$ cat src/hw/rtl/ale_pkg.sv
// Shared types, codes and helpers for the array list engine.
`default_nettype none
package ale_pkg;

  localparam int ALE_DEPTH    = 128;  // default list capacity
  localparam int ALE_POS_W    = 7;
  localparam int ALE_VAL_W    = 32;
  localparam int ALE_CNT_W    = 8;
  localparam int ALE_SCAN_GRP = 8;    // match bits examined per scan cycle
  localparam int ALE_GRP_W    = 3;    // bits of a position inside one group

  typedef enum logic [1:0] {
    FN_INSERT = 2'd0,
    FN_REMOVE = 2'd1,
    FN_FIND   = 2'd2,
    FN_NOP    = 2'd3
  } func_t;

  typedef enum logic [1:0] {
    ST_OK        = 2'd0,
    ST_FULL      = 2'd1,
    ST_BAD_POS   = 2'd2,
    ST_NOT_FOUND = 2'd3
  } status_t;

  typedef enum logic [1:0] {
    CELL_HOLD,
    CELL_INS,
    CELL_REM
  } cell_op_t;

  typedef enum logic [1:0] {
    ALE_IDLE,
    ALE_RUN,
    ALE_SCAN
  } ale_state_t;

  typedef struct packed {
    logic [1:0]                  func;
    logic [ALE_POS_W-1:0]        position;
    logic signed [ALE_VAL_W-1:0] value;
  } in_word_t;

  typedef struct packed {
    logic [1:0]           status;
    logic [ALE_POS_W-1:0] found_position;
    logic [ALE_CNT_W-1:0] item_count;
    logic                 is_empty;
  } out_word_t;

  // broadcast to every cell
  typedef struct packed {
    cell_op_t             op;
    logic [ALE_POS_W-1:0] pos;
    logic [ALE_VAL_W-1:0] value;
  } cell_ctrl_t;

  // scan unit report
  typedef struct packed {
    logic                 done;
    logic                 found;
    logic [ALE_POS_W-1:0] pos;
  } scan_res_t;

  // lowest set bit of one match group
  function automatic logic [ALE_GRP_W-1:0] ale_first_bit(
    input logic [ALE_SCAN_GRP-1:0] bits
  );
    logic [ALE_GRP_W-1:0] idx;
    idx = '0;
    for (int i = ALE_SCAN_GRP - 1; i >= 0; i--) begin
      if (bits[i]) begin
        idx = ALE_GRP_W'(i);
      end
    end
    return idx;
  endfunction

endpackage
`default_nettype wire

$ cat src/hw/rtl/ale_cell.sv
// One list cell: holds one entry, shifts with its neighbors, compares.
`default_nettype none
module ale_cell #(
  parameter int IDX  = 0,
  parameter int CMPW = 8
) (
  input  wire                          clk,
  input  wire ale_pkg::cell_ctrl_t     ctrl,
  input  wire [ale_pkg::ALE_VAL_W-1:0] left_data,
  input  wire [ale_pkg::ALE_VAL_W-1:0] right_data,
  output logic [ale_pkg::ALE_VAL_W-1:0] entry,
  output logic                          hit
);
  import ale_pkg::*;

  logic [ALE_VAL_W-1:0] entry_r;
  logic [ALE_VAL_W-1:0] entry_nxt;
  logic [CMPW-1:0]      idx_c;
  logic [CMPW-1:0]      pos_c;

  assign idx_c = CMPW'(IDX);
  assign pos_c = CMPW'(ctrl.pos);

  always_comb begin
    entry_nxt = entry_r;
    case (ctrl.op)
      CELL_INS: begin
        if (idx_c > pos_c) begin
          entry_nxt = left_data;
        end else if (idx_c == pos_c) begin
          entry_nxt = ctrl.value;
        end
      end
      CELL_REM: begin
        if (idx_c >= pos_c) begin
          entry_nxt = right_data;
        end
      end
      default: entry_nxt = entry_r;
    endcase
  end

  always_ff @(posedge clk) begin
    entry_r <= entry_nxt;
  end

  assign entry = entry_r;
  assign hit   = (entry_r == ctrl.value);

endmodule
`default_nettype wire

$ cat config.mk
export PLATFORM = sky130hd
export DESIGN_NAME = ale_cell
export DESIGN_NICKNAME = d
export VERILOG_FILES = /design/src/hw/rtl/ale_pkg.sv /design/src/hw/rtl/ale_cell.sv
export SDC_FILE = /design/constraint.sdc
export NUM_CORES = 1
export LEC_CHECK = 0
export CORE_AREA = 2 2 66 68
export DETAILED_ROUTE_END_ITERATION = 16
export DIE_AREA = 0 0 68 70
export DONT_BUFFER_PORTS = 1
export PLACE_DENSITY_LB_ADDON = 0.12
export SKIP_LAST_GASP = 1
export SYNTH_ARGS = -nofsm -noshare
export SYNTH_HDL_FRONTEND = slang
export SYNTH_SLANG_ARGS = --single-unit
export TNS_END_PERCENT = 30
$ cat constraint.sdc
create_clock -name clk -period 5.88 [get_ports clk]
set_clock_uncertainty 0.15 [all_clocks]
set_input_delay 0.882 -clock clk [delete_from_list [all_inputs] [get_ports clk]]
set_output_delay 0.882 -clock clk [all_outputs]
set_load 0.01 [all_outputs]
==> flow_metrics.tcl <==
set metrics [dict create \
    coreArea_sq_mm 0.00414 \
    ant_nets 0 \
    finalPower_mw 0.462 \
    grt_max_degree 33 \
    row_count 24 \
    grt_pass1_wl_mm 5.18 \
    syn2layout_area_growth_pct 4.69 \
    crit_type "input pin to output pin" \
    placement.io_buffers 0 \
    nNetsFinal 227 \
    gp_congestion 0.662 \
    synth_cells 117 \
    post-route-min-period_ns 2.84 \
    timing.setup.tns_ns 0 \
    routed_via_density 5.68 \
    drtIter0Drc 34 \
    worstPathCellList "xor2_1 > nor4_1 > nand4_1 > nor2_1" \
    cellLeakagePower_nw 0.722 \
    placedCellCount 166 \
    cts_root_buffer "clkbuf_8" \
    worstSetupStartpointType "input pin" \
    antenna_found_initial 0 \
    cts_made_buffers 5 \
    powerDensity_mw_per_mm2 233 \
    fin_area_sq_mm 0.00198 \
    routedWlPerCell_microns 20.8 \
    cts_tree "yes" \
    ir_worst_vdd_mv 0.108 \
    fmax_mhz 352 \
    largest_reg_flops 32 \
    clockPowerShare_pct 34.5 \
    cpMaxStageDelayCell "nor4_1" \
    syn_area_sq_mm 0.00189 \
    first_pass_iters 4 \
    grt_util_all_layers_pct 15.1 \
    relSlewSlack_pct 39.4 \
    worstPathRequired_ns 4.85 \
    synth_nets 223 \
    initial_core_util_pct 45.7 \
    drc 0 \
    crit_path_end_kind "output pin" \
    timing.max_cap.violations 0 \
    grt_overflow 0 \
    clk_pin_slew_worst_paths_ns 0.07 \
    finalCritPeriodShare_pct 48.3 \
    antenna_cells 0 \
    power_frac_seq_pct 55.2 \
    crit_fanout 2 \
    yosys.cell_types.count 11 \
    die_h_microns 70 \
    ys_seq_elements 32 \
    power_switching_mw 0.0935 \
    avgSynthCellArea_sq_um 16.2 \
    io_pins 139 \
    cts.sinks 32 \
    cts_setup_buffers 0 \
    hold_class "input pin to register" \
    ctsHtreeMaxLevel 2 \
    setup_violations 0 \
    status "completed" \
    netSwitchingFraction_pct 20.2 \
    cts_max_path_buffers 2 \
    whs_path_depth 1 \
    worstPathArrival_ns 1.81 \
    yosysSeqAreaShare_pct 50.8 \
    post_dp_cell_area_sq_mm 0.00190 \
    slew_violations 0 \
    final_cell_count_no_fill 174 \
    cts-resized-gates 0 \
    grt_pass1_vias 1086 \
    tightest_slew_ns 0.906 \
    wl_mm 3.61 \
    vias 989 \
    detailed_place_hpwl_mm 2.64 \
    cts_hold_buf 0 \
    finalHoldViolCount 0 \
    die_x_microns 68 \
    final_layout_size_suffix_gt1_share_pct 32.8 \
    p_comb_share_pct 10.4 \
    yosysWarnings 0 \
    worst_path_largest_cell_delay_ns 0.38 \
    dieArea_sq_mm 0.00476 \
    p_int_mw 0.369 \
    rsz0062_at_grt "no" \
]
-- routing by layer --
metal / vias up / wire length [microns] / track usage (%) / share of wire (%)
met4: 0 / 78 / 6.00 / 2.2
met2: 67 / 1850 / 26.0 / 51
met3: 7 / 432 / 7.09 / 12
li1: 442 / - / - / -
met5: - / 0 / 0 / 0
met1: 473 / 1240 / 15.2 / 34
-- final timing paths --
path     startpoint        to
max        ctrl[24]       hit
min   right_data[8]  entry[8]
-- power groups by stage --
stage          clock [mW]  combinational (mW)  sequential (mW)
2_1_floorplan           0              0.0476            0.260
3_3_place_gp            0              0.0465            0.260
3_5_place_dp            0              0.0478            0.260
4_1_cts             0.164              0.0482            0.255
5_1_grt             0.177              0.0509            0.255
6_report            0.159              0.0479            0.255
-- layout make-up --
class | instances | area, sq um
flip-flops and latches | 32 | 961
clock buffers | 7 | 76.3
well taps | 52 | 65.1
clock inverters | 1 | 3.75
fillers | 387 | 2160
repair buffers | 1 | 7.51
multi-input cells | 81 | 868
-- cell families after synthesis --
family	synth area share, %
buffers and inverters	3.77
flip-flops	50.8
multiplexers	25.0
XOR/XNOR	15.3
AND/OR/NAND/NOR	5.22
-- cell usage in the layout, fill, tap and decap left out --
cell and instances:
xor2_1 33, edfxtp_1 32, mux2_4 30, nor4_1 9, clkbuf_8 5, mux2_2 2
nor2_1 2, nand4_1 2, clkbuf_1 2, nor2b_4 1, nand3_1 1, nor2_4 1
clkinv_1 1, buf_4 1
-- critical path, delay by kind of cell --
| kind | cells | cell delay [ns] |
|---|---|---|
| AND/OR/NAND/NOR | 3 | 0.79 |
| XOR/XNOR | 1 | 0.14 |
-- metrics by stage --
step	setup slack, ns	util [%]	hold WS (ns)
2_1_floorplan	2.72	-	0.949
4_1_cts	2.98	47.8	0.656
3_5_place_dp	2.99	45.9	0.952
6_report	3.04	47.8	0.664
5_1_grt	2.90	47.8	0.648
3_3_place_gp	2.97	45.9	0.950
-- synthesized netlist by cell type --
| cell type | count | area [sq um] |
|---|---|---|
| nor2_1 | 3 | 11.3 |
| buf_12 | 3 | 60.1 |
| xor2_1 | 33 | 289 |
| nor2b_4 | 1 | 13.8 |
| mux2_4 | 30 | 450 |
| nand4_1 | 2 | 12.5 |
| mux2_2 | 2 | 22.5 |
| nand3_1 | 1 | 5.00 |
| buf_6 | 1 | 11.3 |
| nor4_1 | 9 | 56.3 |
| edfxtp_1 | 32 | 961 |
No activity file was read; power rests on OpenSTA's default activity.
