<file path="src/hw/rtl/ale_pkg.sv">
// Shared types, codes and helpers for the array list engine.
`default_nettype none
package ale_pkg;

  localparam int ALE_DEPTH    = 128;  // default list capacity
  localparam int ALE_POS_W    = 7;
  localparam int ALE_VAL_W    = 32;
  localparam int ALE_CNT_W    = 8;
  localparam int ALE_SCAN_GRP = 8;    // match bits examined per scan cycle
  localparam int ALE_GRP_W    = 3;    // bits of a position inside one group

  typedef enum logic [1:0] {
    FN_INSERT = 2'd0,
    FN_REMOVE = 2'd1,
    FN_FIND   = 2'd2,
    FN_NOP    = 2'd3
  } func_t;

  typedef enum logic [1:0] {
    ST_OK        = 2'd0,
    ST_FULL      = 2'd1,
    ST_BAD_POS   = 2'd2,
    ST_NOT_FOUND = 2'd3
  } status_t;

  typedef enum logic [1:0] {
    CELL_HOLD,
    CELL_INS,
    CELL_REM
  } cell_op_t;

  typedef enum logic [1:0] {
    ALE_IDLE,
    ALE_RUN,
    ALE_SCAN
  } ale_state_t;

  typedef struct packed {
    logic [1:0]                  func;
    logic [ALE_POS_W-1:0]        position;
    logic signed [ALE_VAL_W-1:0] value;
  } in_word_t;

  typedef struct packed {
    logic [1:0]           status;
    logic [ALE_POS_W-1:0] found_position;
    logic [ALE_CNT_W-1:0] item_count;
    logic                 is_empty;
  } out_word_t;

  // broadcast to every cell
  typedef struct packed {
    cell_op_t             op;
    logic [ALE_POS_W-1:0] pos;
    logic [ALE_VAL_W-1:0] value;
  } cell_ctrl_t;

  // scan unit report
  typedef struct packed {
    logic                 done;
    logic                 found;
    logic [ALE_POS_W-1:0] pos;
  } scan_res_t;

  // lowest set bit of one match group
  function automatic logic [ALE_GRP_W-1:0] ale_first_bit(
    input logic [ALE_SCAN_GRP-1:0] bits
  );
    logic [ALE_GRP_W-1:0] idx;
    idx = '0;
    for (int i = ALE_SCAN_GRP - 1; i >= 0; i--) begin
      if (bits[i]) begin
        idx = ALE_GRP_W'(i);
      end
    end
    return idx;
  endfunction

endpackage
`default_nettype wire

</file>
<file path="src/hw/rtl/ale_scan.sv">
// Match vector scanner: finds the lowest set bit, one group per cycle.
`default_nettype none
module ale_scan #(
  parameter int DEPTH = ale_pkg::ALE_DEPTH
) (
  input  wire                  clk,
  input  wire                  rst_n,
  input  wire                  load,
  input  wire [DEPTH-1:0]      hits,
  output ale_pkg::scan_res_t   res
);
  import ale_pkg::*;

  localparam int NG = (DEPTH + ALE_SCAN_GRP - 1) / ALE_SCAN_GRP;
  localparam int VW = NG * ALE_SCAN_GRP;
  localparam int GW = (NG > 1) ? $clog2(NG) : 1;
  localparam int IW = $clog2(VW);

  logic [VW-1:0]        vec_r;
  logic [GW-1:0]        grp_r;
  logic                 run_r;
  logic [ALE_SCAN_GRP-1:0] low;
  logic                 any_hit;
  logic                 last_grp;
  logic                 done;
  logic [IW-1:0]        idx;

  assign low      = vec_r[ALE_SCAN_GRP-1:0];
  assign any_hit  = |low;
  assign last_grp = (grp_r == GW'(NG - 1));
  assign done     = run_r && (any_hit || last_grp);
  assign idx      = IW'({grp_r, ale_first_bit(low)});

  always_ff @(posedge clk) begin
    if (!rst_n) begin
      run_r <= 1'b0;
      grp_r <= '0;
    end else if (load) begin
      run_r <= 1'b1;
      grp_r <= '0;
    end else if (run_r) begin
      if (done) begin
        run_r <= 1'b0;
      end else begin
        grp_r <= grp_r + GW'(1);
      end
    end
  end

  // payload shift line of match bits
  always_ff @(posedge clk) begin
    if (load) begin
      vec_r <= VW'(hits);
    end else if (run_r && !done) begin
      vec_r <= vec_r >> ALE_SCAN_GRP;
    end
  end

  assign res.done  = done;
  assign res.found = any_hit;
  assign res.pos   = any_hit ? ALE_POS_W'(idx) : '0;

endmodule
`default_nettype wire

</file>
<file path="config.mk">
export PLATFORM = sky130hd
export DESIGN_NAME = ale_scan
export DESIGN_NICKNAME = d
export VERILOG_FILES = /design/src/hw/rtl/ale_pkg.sv /design/src/hw/rtl/ale_scan.sv
export SDC_FILE = /design/constraint.sdc
export NUM_CORES = 1
export LEC_CHECK = 0
export BUFFER_PORTS_ARGS = -buffer_cell sky130_fd_sc_hd__buf_2
export CORE_UTILIZATION = 40
export CTS_CLUSTER_SIZE = 14
export DETAILED_ROUTE_END_ITERATION = 8
export HOLD_SLACK_MARGIN = 0.12
export MAX_ROUTING_LAYER = met4
export SETUP_SLACK_MARGIN = 0.05
export SLEW_MARGIN = 20
export SYNTH_ARGS = -nofsm -noshare
export SYNTH_HDL_FRONTEND = slang
export SYNTH_SLANG_ARGS = --single-unit
</file>
<file path="constraint.sdc">
create_clock -name clk -period 6.5 [get_ports clk]
set_clock_uncertainty 0.2 [all_clocks]
set_input_delay 0.65 -clock clk [delete_from_list [all_inputs] [get_ports clk]]
set_output_delay 0.65 -clock clk [all_outputs]
set_load 0.005 [all_outputs]
</file>
==> run metrics <==
status=completed; total internal power=1700 uW; critical path's largest stage delay=770 ps; peak supply drop=0.175 mV; Final Non-Filler Cells=654; Die Wd=121 um; leakage power=0.00274 uW; Max Root-Sink Buffers=2; fin. max-slew vios=0; drt pass-1 iters=4; Worst Setup Path Type=reg2reg; ys flop type=edfxtp_1; clock root buffer=clkbuf_16; Avg Cell Area, Syn=18.1 sq um; sequence of cells on the critical path=nor4_4, nand4_4, nand2b_4, buf_4; Worst Hold Depth=2; RSZ-0062 raised after global routing=no; count leader, synth=edfxtp_1; RR Endpoint=vec_r[63]; # rows=43; I/O Buffers=139; drt wl/cell=15.6 um; Synth area leader=edfxtp_1; DR iter-0 viols=222; R2R Setup Slk=3280 ps; Hold-fix buffers, CTS=0; Worst Path Buf+Inv=1; Initial Util=41.0%; hold-critical path endpoint=run_r; initial antenna violation count=2; via count=3147; Worst-Skew Late Latency=410 ps; Tmin final=3220 ps; period utilization=49.5%; CTS tree=built; placed cells=620; switching pwr=416 uW; Clk pin slew, worst setup/hold paths=50 ps; Clock power frac=44.0%; critical path startpoint category=flip-flop; drt drc=0; io pins=140; max_slew headroom=35.4%; combinational power share=7.1%; switching part of the total=19.7%; post-synth top area share=67.6%; first-pass GRT wire length=15700 um; crit-path max FO=72; die height=121 um; Congestion Overflow GR=0; Seq cells post-synth=133; layout cells sized above 1=61.2%; HPWL Detailed=6670 um; synth warn=0; Gate Count Post-Synth=315; worst hold-check path type=in2reg; CTS buffer count=17; number of vias per cell=4.81; post-cts gate resize count=0; final setup vio count=0; Worst Tran Pin Value=969 ps; Seq/Total Area, Yosys=69.3%; WL final=10200 um; Final Hold Violating Endpoints=0; commonest cells in the netlist=edfxtp_1, mux2_2, and2_1; worst flop-to-flop path startpoint=vec_r[5]; Worst EP arrival=3060 ps; Seq pwr share=48.9%; GRT Util Overall=15.2%; Hold Path Origin=rst_n; core outline area=0.0139 sq mm; Antenna Nets Post-Route=0; vias in the first global route=3207; Cell Pwr Density=297 mW/mm^2; Net Count, Synth=447; maxcap violations=0; CP required=6340 ps; Setup crit end kind=flip-flop; share of flip-flops with an asynchronous set or reset=0%; H-tree depth=4; CP max stage cell=nand2b_4; placer congestion estimate=0.738; Synth cell types=25; post-CTS setup buffer count=0; Layout area overhead=25.4%; setup TNS=0 ps; Die Area=0.0147 sq mm; reg2reg path depth=4; Crit. path cell count=4; number of flops mapped to enable cells by yosys=128; Cell Area, Synth=0.00569 sq mm; max frequency=0.311 GHz; # clock sinks=133; largest net degree at the start of global routing=73; CP delay by family, top=simple AND/OR/NAND/NOR gates; Nets=591; Synth area leaders=edfxtp_1, mux2_2, dfxtp_1
-- power by group through the flow --
stage | logic [uW] | clock network [uW] | registers [uW]
2_1_floorplan | 97.7 | 0 | 1050
3_3_place_gp | 149 | 0 | 1050
3_5_place_dp | 153 | 0 | 1050
4_1_cts | 154 | 952 | 1040
5_1_grt | 167 | 983 | 1040
6_report | 151 | 930 | 1030
-- area by class of cell --
class | instances | area [sq um]
timing repair buffer | 141 | 713
tap | 180 | 225
clock buffer | 19 | 433
multi-input combinational | 162 | 1660
antenna | 2 | 5.00
fill | 1187 | 6750
clock inverter | 13 | 139
sequential | 133 | 3940
inverter | 4 | 15.0
-- worst max-delay path by stage --
stage	start	to	slack, ps
finish	vec_r[5]	vec_r[63]	3280
global route	vec_r[5]	vec_r[66]	3040
global placement	load	vec_r[79]	2940
CTS	vec_r[5]	vec_r[75]	3220
detailed placement	load	vec_r[74]	2880
floorplan	load	vec_r[0]	1690
-- stage by stage --
stage,instance area (sq um),power (uW),setup slack [ps],hold slack [ps],util [%]
CTS,7130,2140,3220,257,51.3
global route,7130,2190,3040,267,51.4
global placement,6550,1200,2940,282,47.2
finish,7130,2120,3280,274,51.4
detailed placement,6550,1210,2880,294,47.2
floorplan,5690,1150,1690,267,-
-- sequential cells by signal (all words and copies together) (netlist names) --
register and cells:
vec_r 128, grp_r 4, run_r 1
-- metal layers --
metal	track usage, %	routed length (um)	up-vias
met1	17.1	4240	1510
met2	23.3	4930	107
met3	6.39	853	16
li1	-	-	1514
met4	7.64	168	0
met5	-	0	-
-- kinds of logic (layout without fill, tap and decap cells) --
group	count (synthesis)	in the layout	synth area share (%)
flip-flops	133	133	69.3
multiplexers	121	121	23.9
AND/OR/NAND/NOR	31	31	3.92
buffers and inverters	20	177	1.67
AO/OA/AOI/OAI	8	8	0.770
adder cells (fa/ha/maj)	1	1	0.220
XOR/XNOR	1	1	0.154
other	0	2	0
-- placed cells by master (no fill, tap or decap), types with 2 or more instances in the layout --
cell type,count
buf_2,138
edfxtp_1,128
mux2_2,120
clkbuf_16,17
and2_1,13
clkinv_1,6
dfxtp_1,5
inv_1,4
a21oi_1,4
nor2_1,3
nor3_1,3
bufinv_16,3
buf_4,3
diode_2,2
nor4_4,2
nand2b_1,2
nand3_1,2
o21ai_0,2
or3_1,2
clkbuf_1,2
clkinv_2,2
No activity file was read; power rests on OpenSTA's default activity.
